[src/hdl/esd_pkg.sv]
// Shared types and constants of the escape sequence decoder.
package esd_pkg;

    localparam int unsigned MAX_RESULTS = 3;
    localparam int unsigned CNT_W       = 2;
    localparam int unsigned QUEUE_DEPTH = 2;

    localparam int unsigned PADDR_W = 3;
    localparam int unsigned PDATA_W = 32;
    localparam logic [PADDR_W-1:0] ADDR_INTERPRET = 3'd0;
    localparam logic [PADDR_W-1:0] ADDR_NEWLINE   = 3'd4;

    localparam logic [1:0] MODE_PLAIN = 2'd0;
    localparam logic [1:0] MODE_ESC   = 2'd1;
    localparam logic [1:0] MODE_OCT   = 2'd2;

    localparam logic [7:0] CH_BACKSLASH = 8'h5C;
    localparam logic [7:0] CH_SPACE     = 8'h20;
    localparam logic [7:0] CH_NEWLINE   = 8'h0A;
    localparam logic [7:0] CH_ZERO      = 8'h30;
    localparam logic [7:0] CH_ONE       = 8'h31;
    localparam logic [7:0] CH_TWO       = 8'h32;
    localparam logic [7:0] CH_THREE     = 8'h33;
    localparam logic [7:0] CH_FOUR      = 8'h34;
    localparam logic [7:0] CH_FIVE      = 8'h35;
    localparam logic [7:0] CH_SIX       = 8'h36;
    localparam logic [7:0] CH_SEVEN     = 8'h37;
    localparam logic [7:0] CH_A         = 8'h61;
    localparam logic [7:0] CH_B         = 8'h62;
    localparam logic [7:0] CH_C         = 8'h63;
    localparam logic [7:0] CH_E         = 8'h65;
    localparam logic [7:0] CH_F         = 8'h66;
    localparam logic [7:0] CH_N         = 8'h6E;
    localparam logic [7:0] CH_R         = 8'h72;
    localparam logic [7:0] CH_T         = 8'h74;
    localparam logic [7:0] CH_V         = 8'h76;

    localparam logic [7:0] CODE_BEL = 8'h07;
    localparam logic [7:0] CODE_BS  = 8'h08;
    localparam logic [7:0] CODE_TAB = 8'h09;
    localparam logic [7:0] CODE_VT  = 8'h0B;
    localparam logic [7:0] CODE_FF  = 8'h0C;
    localparam logic [7:0] CODE_CR  = 8'h0D;
    localparam logic [7:0] CODE_ESC = 8'h1B;

    typedef struct packed {
        logic [CNT_W-1:0]            cnt;
        logic [MAX_RESULTS-1:0][7:0] bytes;
    } bundle_t;

endpackage

[src/hdl/esd_front.sv]
// Front end: accepts input transactions, decodes escapes and builds result bundles.
module esd_front
(
    input  logic             clk,
    input  logic             rst_n,
    input  logic             in_valid,
    output logic             in_ready,
    input  logic [7:0]       text_byte,
    input  logic             has_byte,
    input  logic             end_of_argument,
    input  logic             end_of_message,
    input  logic             interpret_escapes,
    input  logic             trailing_newline,
    input  logic             push_ready,
    output logic             push_valid,
    output esd_pkg::bundle_t push_data
);
    import esd_pkg::*;

    logic [1:0] mode_reg, mode_next;
    logic [7:0] oval_reg, oval_next;
    logic [1:0] left_reg, left_next;
    logic       stop_reg, stop_next;
    bundle_t    res;
    logic       accept;

    function automatic bundle_t emit_f(bundle_t r, logic stop, logic [7:0] v);
        bundle_t o;
        o = r;
        if (!stop && r.cnt != CNT_W'(MAX_RESULTS))
        begin
            o.bytes[r.cnt] = v;
            o.cnt          = r.cnt + CNT_W'(1);
        end
        return o;
    endfunction

    function automatic bundle_t flush_f(bundle_t r, logic stop, logic [1:0] m,
                                        logic [7:0] ov);
        bundle_t o;
        o = r;
        if (m == MODE_ESC)
        begin
            o = emit_f(r, stop, CH_BACKSLASH);
        end
        else if (m == MODE_OCT)
        begin
            o = emit_f(r, stop, ov);
        end
        return o;
    endfunction

    assign in_ready = push_ready;
    assign accept   = in_valid && push_ready;

    always_comb
    begin
        mode_next = mode_reg;
        oval_next = oval_reg;
        left_next = left_reg;
        stop_next = stop_reg;
        res       = '0;

        if (has_byte)
        begin
            if (!interpret_escapes)
            begin
                res       = flush_f(res, stop_next, mode_next, oval_next);
                mode_next = MODE_PLAIN;
                oval_next = '0;
                left_next = '0;
                res       = emit_f(res, stop_next, text_byte);
            end
            else if (mode_next == MODE_ESC)
            begin
                mode_next = MODE_PLAIN;
                case (text_byte)
                    CH_A:         res = emit_f(res, stop_next, CODE_BEL);
                    CH_B:         res = emit_f(res, stop_next, CODE_BS);
                    CH_C:         stop_next = 1'b1;
                    CH_E:         res = emit_f(res, stop_next, CODE_ESC);
                    CH_F:         res = emit_f(res, stop_next, CODE_FF);
                    CH_N:         res = emit_f(res, stop_next, CH_NEWLINE);
                    CH_R:         res = emit_f(res, stop_next, CODE_CR);
                    CH_T:         res = emit_f(res, stop_next, CODE_TAB);
                    CH_V:         res = emit_f(res, stop_next, CODE_VT);
                    CH_BACKSLASH: res = emit_f(res, stop_next, CH_BACKSLASH);
                    CH_ZERO:
                    begin
                        mode_next = MODE_OCT;
                        oval_next = '0;
                        left_next = 2'd3;
                    end
                    CH_ONE, CH_TWO, CH_THREE, CH_FOUR, CH_FIVE, CH_SIX, CH_SEVEN:
                    begin
                        mode_next = MODE_OCT;
                        oval_next = {5'b0, text_byte[2:0]};
                        left_next = 2'd2;
                    end
                    default:
                    begin
                        res = emit_f(res, stop_next, CH_BACKSLASH);
                        res = emit_f(res, stop_next, text_byte);
                    end
                endcase
            end
            else if (mode_next == MODE_OCT)
            begin
                if (text_byte[7:3] == CH_ZERO[7:3] && left_next != 2'd0)
                begin
                    oval_next = {oval_next[4:0], text_byte[2:0]};
                    left_next = left_next - 2'd1;
                    if (left_next == 2'd0)
                    begin
                        res       = emit_f(res, stop_next, oval_next);
                        mode_next = MODE_PLAIN;
                        oval_next = '0;
                    end
                end
                else
                begin
                    res       = flush_f(res, stop_next, mode_next, oval_next);
                    mode_next = MODE_PLAIN;
                    oval_next = '0;
                    left_next = '0;
                    if (text_byte == CH_BACKSLASH)
                    begin
                        mode_next = MODE_ESC;
                    end
                    else
                    begin
                        res = emit_f(res, stop_next, text_byte);
                    end
                end
            end
            else
            begin
                if (text_byte == CH_BACKSLASH)
                begin
                    mode_next = MODE_ESC;
                end
                else
                begin
                    res = emit_f(res, stop_next, text_byte);
                end
            end
        end

        if (end_of_argument)
        begin
            res       = flush_f(res, stop_next, mode_next, oval_next);
            mode_next = MODE_PLAIN;
            oval_next = '0;
            left_next = '0;
            if (end_of_message)
            begin
                if (trailing_newline)
                begin
                    res = emit_f(res, stop_next, CH_NEWLINE);
                end
                stop_next = 1'b0;
            end
            else
            begin
                res = emit_f(res, stop_next, CH_SPACE);
            end
        end
    end

    assign push_valid = accept && (res.cnt != '0);
    assign push_data  = res;

    always_ff @(posedge clk or negedge rst_n)
    begin
        if (!rst_n)
        begin
            mode_reg <= MODE_PLAIN;
            oval_reg <= '0;
            left_reg <= '0;
            stop_reg <= 1'b0;
        end
        else if (accept)
        begin
            mode_reg <= mode_next;
            oval_reg <= oval_next;
            left_reg <= left_next;
            stop_reg <= stop_next;
        end
    end

endmodule

[src/hdl/esd_queue.sv]
// Short queue of result bundles between the front end and the back end.
module esd_queue
#(
    parameter int unsigned DEPTH = esd_pkg::QUEUE_DEPTH
)
(
    input  logic             clk,
    input  logic             rst_n,
    input  logic             push_valid,
    output logic             push_ready,
    input  esd_pkg::bundle_t push_data,
    output logic             pop_valid,
    input  logic             pop,
    output esd_pkg::bundle_t pop_data
);
    import esd_pkg::*;

    localparam int unsigned PTR_W = (DEPTH > 1) ? $clog2(DEPTH) : 1;
    localparam int unsigned FILL_W = $clog2(DEPTH + 1);

    bundle_t           slot_reg [DEPTH];
    logic [PTR_W-1:0]  wr_ptr_reg, wr_ptr_next;
    logic [PTR_W-1:0]  rd_ptr_reg, rd_ptr_next;
    logic [FILL_W-1:0] fill_reg, fill_next;
    logic              do_push;
    logic              do_pop;

    assign push_ready = fill_reg != FILL_W'(DEPTH);
    assign pop_valid  = fill_reg != '0;
    assign pop_data   = slot_reg[rd_ptr_reg];
    assign do_push    = push_valid && push_ready;
    assign do_pop     = pop && pop_valid;

    always_comb
    begin
        wr_ptr_next = wr_ptr_reg;
        rd_ptr_next = rd_ptr_reg;
        fill_next   = fill_reg;
        if (do_push)
        begin
            wr_ptr_next = (wr_ptr_reg == PTR_W'(DEPTH - 1)) ? '0 : wr_ptr_reg + PTR_W'(1);
        end
        if (do_pop)
        begin
            rd_ptr_next = (rd_ptr_reg == PTR_W'(DEPTH - 1)) ? '0 : rd_ptr_reg + PTR_W'(1);
        end
        if (do_push && !do_pop)
        begin
            fill_next = fill_reg + FILL_W'(1);
        end
        else if (do_pop && !do_push)
        begin
            fill_next = fill_reg - FILL_W'(1);
        end
    end

    always_ff @(posedge clk or negedge rst_n)
    begin
        if (!rst_n)
        begin
            wr_ptr_reg <= '0;
            rd_ptr_reg <= '0;
            fill_reg   <= '0;
        end
        else
        begin
            wr_ptr_reg <= wr_ptr_next;
            rd_ptr_reg <= rd_ptr_next;
            fill_reg   <= fill_next;
        end
    end

    always_ff @(posedge clk)
    begin
        if (do_push)
        begin
            slot_reg[wr_ptr_reg] <= push_data;
        end
    end

endmodule

[src/hdl/esd_back.sv]
// Back end: sends the bytes of each bundle out one transaction at a time.
module esd_back
(
    input  logic             clk,
    input  logic             rst_n,
    input  logic             pop_valid,
    output logic             pop,
    input  esd_pkg::bundle_t pop_data,
    output logic             out_valid,
    input  logic             out_ready,
    output logic [7:0]       out_byte,
    output logic             last_of_run
);
    import esd_pkg::*;

    bundle_t          cur_reg;
    logic [CNT_W-1:0] idx_reg, idx_next;
    logic             valid_reg, valid_next;
    logic             last;

    assign last        = idx_reg == (cur_reg.cnt - CNT_W'(1));
    assign out_valid   = valid_reg;
    assign out_byte    = cur_reg.bytes[idx_reg];
    assign last_of_run = last;
    assign pop         = pop_valid && (!valid_reg || (out_ready && last));

    always_comb
    begin
        idx_next   = idx_reg;
        valid_next = valid_reg;
        if (pop)
        begin
            idx_next   = '0;
            valid_next = 1'b1;
        end
        else if (valid_reg && out_ready)
        begin
            if (last)
            begin
                valid_next = 1'b0;
            end
            else
            begin
                idx_next = idx_reg + CNT_W'(1);
            end
        end
    end

    always_ff @(posedge clk or negedge rst_n)
    begin
        if (!rst_n)
        begin
            idx_reg   <= '0;
            valid_reg <= 1'b0;
        end
        else
        begin
            idx_reg   <= idx_next;
            valid_reg <= valid_next;
        end
    end

    always_ff @(posedge clk)
    begin
        if (pop)
        begin
            cur_reg <= pop_data;
        end
    end

endmodule

[src/hdl/escape_sequence_decoder_core.sv]
// Top level of the escape sequence decoder: register file and front/queue/back assembly.
//
//   Channel   Handshake              Payload
//   input     in_valid / in_ready    text_byte, has_byte, end_of_argument, end_of_message
//   output    out_valid / out_ready  out_byte, last_of_run
//   config    APB (psel, penable)    paddr, pwdata, prdata
//
// An input transaction is decoded in the cycle it is accepted and yields up to three bytes.
// Its first byte passes the bundle queue and the back end register before it is offered.
// The back end sends one byte per cycle while out_ready is high and bundles are waiting.
// One input transaction per cycle is taken while each yields at most one byte and output
// is not stalled. Input stalls only when the bundle queue is full, which multi-byte items or
// a stalled output can cause.
// Reset clears the decoder state and sets the trailing newline option.
module escape_sequence_decoder_core
#(
    parameter int unsigned QueueDepth = esd_pkg::QUEUE_DEPTH
)
(
    input  logic                        clk,
    input  logic                        rst_n,
    input  logic                        in_valid,
    output logic                        in_ready,
    input  logic [7:0]                  text_byte,
    input  logic                        has_byte,
    input  logic                        end_of_argument,
    input  logic                        end_of_message,
    output logic                        out_valid,
    input  logic                        out_ready,
    output logic [7:0]                  out_byte,
    output logic                        last_of_run,
    input  logic                        psel,
    input  logic                        penable,
    input  logic                        pwrite,
    input  logic [esd_pkg::PADDR_W-1:0] paddr,
    input  logic [esd_pkg::PDATA_W-1:0] pwdata,
    output logic [esd_pkg::PDATA_W-1:0] prdata,
    output logic                        pready
);
    import esd_pkg::*;

    logic    interpret_reg;
    logic    newline_reg;
    logic    cfg_write;
    logic    push_valid;
    logic    push_ready;
    bundle_t push_data;
    logic    pop_valid;
    logic    pop;
    bundle_t pop_data;

    assign pready    = 1'b1;
    assign cfg_write = psel && penable && pwrite;

    always_ff @(posedge clk or negedge rst_n)
    begin
        if (!rst_n)
        begin
            interpret_reg <= 1'b0;
            newline_reg   <= 1'b1;
        end
        else if (cfg_write)
        begin
            if (paddr == ADDR_INTERPRET)
            begin
                interpret_reg <= pwdata[0];
            end
            if (paddr == ADDR_NEWLINE)
            begin
                newline_reg <= pwdata[0];
            end
        end
    end

    always_comb
    begin
        case (paddr)
            ADDR_INTERPRET: prdata = {{(PDATA_W-1){1'b0}}, interpret_reg};
            ADDR_NEWLINE:   prdata = {{(PDATA_W-1){1'b0}}, newline_reg};
            default:        prdata = '0;
        endcase
    end

    esd_front u_front
    (
        .clk               (clk),
        .rst_n             (rst_n),
        .in_valid          (in_valid),
        .in_ready          (in_ready),
        .text_byte         (text_byte),
        .has_byte          (has_byte),
        .end_of_argument   (end_of_argument),
        .end_of_message    (end_of_message),
        .interpret_escapes (interpret_reg),
        .trailing_newline  (newline_reg),
        .push_ready        (push_ready),
        .push_valid        (push_valid),
        .push_data         (push_data)
    );

    esd_queue
    #(
        .DEPTH (QueueDepth)
    )
    u_queue
    (
        .clk        (clk),
        .rst_n      (rst_n),
        .push_valid (push_valid),
        .push_ready (push_ready),
        .push_data  (push_data),
        .pop_valid  (pop_valid),
        .pop        (pop),
        .pop_data   (pop_data)
    );

    esd_back u_back
    (
        .clk         (clk),
        .rst_n       (rst_n),
        .pop_valid   (pop_valid),
        .pop         (pop),
        .pop_data    (pop_data),
        .out_valid   (out_valid),
        .out_ready   (out_ready),
        .out_byte    (out_byte),
        .last_of_run (last_of_run)
    );

endmodule

[config.mk]
export PLATFORM = sky130hd
export DESIGN_NAME = escape_sequence_decoder_core
export DESIGN_NICKNAME = d
export VERILOG_FILES = /design/src/hdl/esd_pkg.sv /design/src/hdl/esd_front.sv /design/src/hdl/esd_queue.sv /design/src/hdl/esd_back.sv /design/src/hdl/escape_sequence_decoder_core.sv
export SDC_FILE = /design/constraint.sdc
export NUM_CORES = 1
export LEC_CHECK = 0
export BUFFER_PORTS_ARGS = -buffer_cell sky130_fd_sc_hd__buf_2
export CELL_PAD_IN_SITES_DETAIL_PLACEMENT = 0
export CELL_PAD_IN_SITES_GLOBAL_PLACEMENT = 1
export CORE_MARGIN = 3
export CORE_UTILIZATION = 35
export DETAILED_ROUTE_END_ITERATION = 8
export PLACE_DENSITY = 0.63
export SYNTH_ARGS = -nofsm -noshare
export SYNTH_HDL_FRONTEND = slang
export SYNTH_HIERARCHICAL = 1
export SYNTH_SLANG_ARGS = --single-unit
[constraint.sdc]
create_clock -name clk -period 16.5 [get_ports clk]
set_input_delay 2.475 -clock clk [delete_from_list [all_inputs] [get_ports clk]]
set_output_delay 2.475 -clock clk [all_outputs]
set_load 0.01 [all_outputs]
==> impl_results.md, run 1 <==
- Pleak: 2.609 nW
- Max rail drop VDD: 0.00005467 V
- Worst Hold Launch: u_queue/fill_reg[1]
- Final setup fails: 0
- Root Buffer: clkbuf_16
- TritonCTS Buffers: 9
- Post-Syn Instances: between 600 and 700
- Area Growth Syn to Fin: 7.132%
- Max stage delay on crit path: 0.62 ns
- Share of flip-flops with an asynchronous set or reset: roughly 22%
- Initial Util: 35.79%
- Max-cap violations: 0
- Post-DP HPWL: 12.58 mm
- CP Data Required Time: 16.77 ns
- Worst-Margin Slew: 0.8190 ns
- Final core utilization: 38.35%
- IO Count: between 90 and 100
- Skew final: 0.006218 ns
- Final hold slack: 0.4872 ns
- Post-placement setup slack: between 8 and 9 ns
- Fin crit share: 49.65%
- Clock power share: 24.7%
- Critical path endpoint category: flop
- Initial antenna violation count: 0
- Die area: 20160 sq um
- ANT cells: 0
- Clock sinks: 100
- CP max-delay cell: nor4_2
- Clock Tree Buf Depth: 2
- Via count: 4894
- Vias in the first global route: between 4000 and 5000
- Fin nets: 709
- Via density: between 5 and 6
- Worst min-delay path class: flop to flop
- Max-slew violation count: 0
- Clock latency on the worst-skew pair: 0.34 ns
- Sw Share: 31.76%
- FF+latch area: 2894 sq um
- Largest area contributor in the netlist: edfxtp_1
- Drt pass-1 iters: 4
- CP Buf/Inv Count: 4
- Setup TNS: 0 ns
- Min cycle time layout: roughly 8.2 ns
- Worst-path clk slew: 0.06 ns
- Register share of total power: 45.4%
- PostCTS Resize Cnt: 0
- Netlist Area Pre-Place: 6474 sq um
- Reg2Reg Launch Point: u_front/mode_reg[0]
- Synthesized area per cell: 10.26 sq um
- Post-route DRC: 0
- Die W: 142 um
- Yosys reg bits: 100
- Status: finished clean
- ANT nets after route: 0
- Worst Path Max Fanout: 17
- Area contributors post-synth: edfxtp_1 (36%), dfrtp_1 (8.1%), mux2_4 (4.4%)
- Arrival time at the worst endpoint: 8.46 ns
- Critical path launch point: text_byte[1]
- Post-CTS Hold Buffers: 0
- Gr usage total: 16.57%
- Routed WL per cell: between 15 and 20 um
- H-Tree Depth: 3
- TritonCTS clock tree: yes
- WL final: 16.87 mm
- Power Density: ~120 nW/um^2
- Gr ovfl total: 0
- Post-synth top flop: edfxtp_1
- Upper clock frequency limit: 0.1221 GHz
- Crit Path Category: primary input to flop
- Postcts setup bufs: 0
- Seq/Total Area, Yosys: 44.70%
- Pint: 0.5651 mW
- Final GP Congestion: 0.9138
- DIE HEIGHT: 142 um
- PortBufs: 33
- Placeable core region: 18090 sq um
- Slew margin rel.: around 45%
- Number of fill cells in the layout: 1819
- Largest net degree at the start of global routing: 35
- Critical path's top delay family: simple AND/OR/NAND/NOR gates
- Final WS setup: around 8.3 ns
- NetSw: about 0.26 mW
- Share of layout cells above drive strength 1: 16.07%
- RSZ-0062 raised after global routing: no
- Comb pwr share: 29.9%
- # rows: about 50
- Ys Warns: 6
- Crit start category: primary input
- Max reg flops: 52
- First-pass GRT wire length: 26.19 mm
- Multi-input gate area: 3152 sq um
- Most frequent CP cell: ha_1
- Final Hold Viols: 0
- EDFF count, synth: 78
- Synth cell types: 89
- Post-synth top area share: 36.18%
- Initial DRC Count: approximately 310
==> logic make-up (layout without fill, tap and decap cells) <==
group | after synthesis | count (layout) | synth area share [%]
xor+xnor | 9 | 9 | 1.334
simple gates | 195 | 195 | 16.35
other cells | 2 | 32 | 0.1160
mux | 43 | 43 | 8.311
buf+inv | 95 | 81 | 8.388
flops | 100 | 100 | 44.70
fa+ha+maj | 14 | 14 | 2.706
compound gates | 173 | 173 | 18.09
==> routing by layer <==
layer,track usage [%],vias up,wire length (um)
met3,2.419,24,693
met5,0,-,0
met2,27.16,139,8081
met4,5.859,0,434
li1,-,2336,-
met1,22.48,2395,7657
==> path summary, 6_finish.rpt <==
check | end | slack, ns | cells past startpoint
max | u_queue/fill_reg[1] | 8.31 | 25
min | u_queue/fill_reg[1] | 0.49 | 1
max reg2reg | u_queue/fill_reg[1] | 9.92 | 28
min reg2reg | u_queue/fill_reg[1] | 0.49 | 1
max in group asynchronous | newline_reg | 13.99 | 1
min in group asynchronous | u_back/idx_reg[1] | 2.12 | 1
==> power by group through the flow <==
| stage | Combinational [mW] | Sequential (mW) | Clock (mW) |
|---|---|---|---|
| after detailed placement | 0.249 | 0.382 | 0 |
| after floorplan | 0.217 | 0.361 | 0 |
| after global placement | 0.244 | 0.379 | 0 |
| after global routing | 0.273 | 0.382 | 0.221 |
| after CTS | 0.250 | 0.377 | 0.210 |
| final | 0.247 | 0.376 | 0.205 |
==> worst reg2reg max path, delay by kind of cell (launching register included) <==
| kind | cells | cell delay [ns] |
|---|---|---|
| XOR/XNOR | 3 | 0.52 |
| AND/OR/NAND/NOR | 12 | 2.93 |
| flip-flops | 1 | 0.46 |
| adder cells (fa/ha/maj) | 5 | 1.14 |
| buffers and inverters | 5 | 0.60 |
| AO/OA/AOI/OAI | 3 | 0.85 |
==> area by class of cell <==
class / instances / share of cell area (%)
timing repair buffer: 40 / 3.139
multi-input combinational: 466 / 45.44
clock buffer: 9 / 3.247
tap: 229 / 4.131
clock inverter: 7 / 0.9562
sequential: 100 / 41.73
inverter: 25 / 1.353
==> cells in the mapped netlist, types with 6 or more instances <==
cell type / instances
nand2_1: 63
a22oi_1: 10
nand3_1: 21
nand4_1: 6
mux2_2: 7
a21oi_1: 30
nand2b_1: 6
a31oi_1: 10
nor3_1: 12
clkbuf_1: 21
mux2i_1: 14
mux2_4: 19
inv_1: 23
and3_1: 8
o21ai_0: 49
buf_4: 35
buf_2: 6
ha_1: 14
edfxtp_1: 78
dfrtp_1: 21
a211oi_1: 6
nor2_1: 33
==> through the flow <==
stage | area [sq um] | total power, mW | cells
after CTS | 6935 | 0.8371 | 876
after detailed placement | 6644 | 0.6315 | 860
after floorplan | 6586 | 0.5777 | 661
after global routing | 6935 | 0.8769 | 876
final | 6935 | 0.8281 | 876
after global placement | 6644 | 0.6232 | 860
==> cell usage in the layout, fill, tap and decap left out, types with 6 or more instances in the layout <==
cell,count
edfxtp_1,78
nand2_1,63
o21ai_0,49
buf_2,33
conb_1,32
nor2_1,32
a21oi_1,30
inv_1,23
dfrtp_1,21
nand3_1,21
mux2_4,19
mux2i_1,14
ha_1,14
nor3_1,12
a31oi_1,10
a22oi_1,10
clkbuf_16,9
and3_1,8
buf_4,7
mux2_2,7
nand2b_1,6
nand4_1,6
a211oi_1,6
Note: power is estimated with default switching activity, not from simulation.
==> run 2: changes to the inputs <==
clock period = 8.52 ns   (was 16.5 ns; I/O delays follow)
==> run 2 against run 1 <==
Net effect:
- clock-buffer cell count up 2
- largest power group unchanged
- critical path depth unchanged
- sequential power is 94% higher
- total power increased by 97%
- non-clock buffer count did not move
- core utilization is 0.097 points higher
- cell area up 0.25%
- flip-flop and latch count unchanged
- die area stayed put
==> impl_results.md, run 2 (synthesis results as in run 1) <==
- Critical path launch point: text_byte[1]
- Most frequent CP cell: ha_1
- Post-DP HPWL: 12.54 mm (-0.34%)
- H-Tree Depth: 3 (unchanged)
- Final hold slack: 0.4900 ns (+0.002818 ns)
- Crit start category: primary input
- Via density: 5.622 (+0.63%)
- Worst-path clk slew: 0.06 ns (about the same)
- Die area: 20160 sq um (unchanged)
- DIE HEIGHT: 142 um (unchanged)
- Setup TNS: 0 ns (unchanged)
- Critical path endpoint category: flop
- RSZ-0062 raised after global routing: no
- Min cycle time layout: 6.998 ns
- Routed WL per cell: 19.34 um (+0.42%)
- Pleak: 2.610 nW (about the same)
- Gr usage total: 16.61% (+0.036 points)
- Final setup fails: 0 (unchanged)
- Crit Path Category: primary input to flop
- Reg2Reg Depth: 28 (unchanged)
- CP max-delay cell: nor4_2
- Worst Path Max Fanout: 17 (unchanged)
- # rows: 49 (unchanged)
- TritonCTS clock tree: yes
- Die W: 142 um (unchanged)
- TritonCTS Buffers: 9 (unchanged)
- Final core utilization: 38.44% (+0.097 points)
- Largest net degree at the start of global routing: 35 (unchanged)
- PostCTS Resize Cnt: 0 (unchanged)
- Arrival time at the worst endpoint: 7.26 ns (-1.20 ns)
- Via count: 4925 (+0.63%)
- Clock sinks: 100 (unchanged)
- Final Hold Viols: 0 (unchanged)
- Most common cell after layout, fill and taps aside: edfxtp_1
- Skew final: 0.01052 ns (+0.004304 ns)
- Reg-to-reg endpoint: u_queue/fill_reg[1]
- First-pass GRT wire length: 26.34 mm (+0.58%)
- Power Density: 234.1 nW/um^2 (+96%)
- Slew margin rel.: 40.54% (-4.3 points)
- Max rail drop VDD: 0.0001058 V (+94%)
- Clock Tree Buf Depth: 2 (unchanged)
- Worst min-delay path class: flop to flop
- Fin crit share: 82.13%
- Upper clock frequency limit: 0.1429 GHz
- Worst-Margin Slew: 0.8826 ns (+0.06368 ns)
- Reg2reg setup slack: 1.93 ns (-7.99 ns)
- Max-slew violation count: 0 (unchanged)
- Share of layout cells above drive strength 1: 15.61% (-0.46 points)
- Max stage delay on crit path: 0.61 ns (about the same)
- Postcts setup bufs: 0 (unchanged)
- Pwr Total: 1.627 mW (+97%)
- Clock latency on the worst-skew pair: 0.34 ns (about the same)
- Final GP Congestion: 0.9141 (about the same)
- Max-cap violations: 0 (unchanged)
- Initial Util: 35.79% (unchanged)
- Commonest non-fill, non-tap cells in the layout: edfxtp_1 (78), nand2_1 (63), o21ai_0 (49), buf_2 (33)
- ANT cells: 0 (unchanged)
- Status: finished clean
- Drt pass-1 iters: 5 (+1)
- Post-CTS Hold Buffers: 0 (unchanged)
- Initial DRC Count: 352 (+12%)
- ANT nets after route: 0 (unchanged)
- Post-placement setup slack: 1.271 ns (-6.765 ns)
- Final WS setup: 1.522 ns (-6.786 ns)
- Initial antenna violation count: 0 (unchanged)
- Fin nets: 709 (unchanged)
- WL final: 16.94 mm (+0.42%)
- Root Buffer: clkbuf_16
- Hold EP: u_queue/fill_reg[1]
- Max reg flops: 52 (unchanged)
- Area Growth Syn to Fin: 7.402%
- Gr ovfl total: 0 (unchanged)
- PortBufs: 33 (unchanged)
- Vias in the first global route: 4729 (+0.96%)
- Worst Hold Launch: u_queue/fill_reg[1]
- Placeable core region: 18090 sq um (unchanged)
- Reg2Reg Launch Point: u_front/mode_reg[0]
- IO Count: 97 (unchanged)
- Post-route DRC: 0 (unchanged)
- WHS Path Cells: 1 (unchanged)
- CP Data Required Time: 8.78 ns (-7.99 ns)
## run 2: cell count changes in the layout (fill, tap and decap cells not counted)
cell / delta
clkinv_2: -3
clkbuf_1: +2
bufinv_16: +1
clkinv_1: +1
inv_6: -1
## run 2: power by group
group / total (mW) / internal [mW] / switching [mW] / leakage (nW)
Sequential: 0.728 / 0.661 / 0.0676 / 1.01
Clock: 0.419 / 0.256 / 0.164 / 0.149
Combinational: 0.480 / 0.208 / 0.272 / 1.45
## run 2: layout make-up
| class | count | area [sq um] |
|---|---|---|
| repair buffers | 40 | 217.7 |
| clock buffers | 11 | 232.7 |
| multi-input cells | 466 | 3152 |
| flip-flops and latches | 100 | 2894 |
| fillers | 1772 | 11130 |
| clock inverters | 5 | 76.32 |
| well taps | 229 | 286.5 |
| inverters | 25 | 93.84 |
## run 2: critical path, delay by kind of cell
family	cells	cell delay (ns)
simple gates	11	2.97
compound gates	4	1.21
fa+ha+maj	3	0.67
buf+inv	4	0.59
xor+xnor	3	0.55
## run 2: worst max-delay path by stage
stage | endpoint
global route | u_queue/fill_reg[1]
detailed placement | u_queue/fill_reg[1]
CTS | u_queue/fill_reg[1]
finish | u_queue/fill_reg[1]
global placement | u_queue/fill_reg[1]
floorplan | u_queue/slot_reg[0][0]
## run 2: stage by stage
stage | cell area (sq um) | std cells
finish | 6953 | 876
global placement | 6644 | 860
CTS | 6953 | 876
global route | 6953 | 876
detailed placement | 6644 | 860
floorplan | 6586 | 661
## run 2: layer usage
| layer | part of all wire (%) | vias to the layer above | track usage, % |
|---|---|---|---|
| met5 | 0 | - | 0 |
| li1 | - | 2325 | - |
| met4 | 2.7 | 0 | 6.010 |
| met2 | 48 | 172 | 27.35 |
| met1 | 44 | 2400 | 21.97 |
| met3 | 4.9 | 28 | 3.024 |
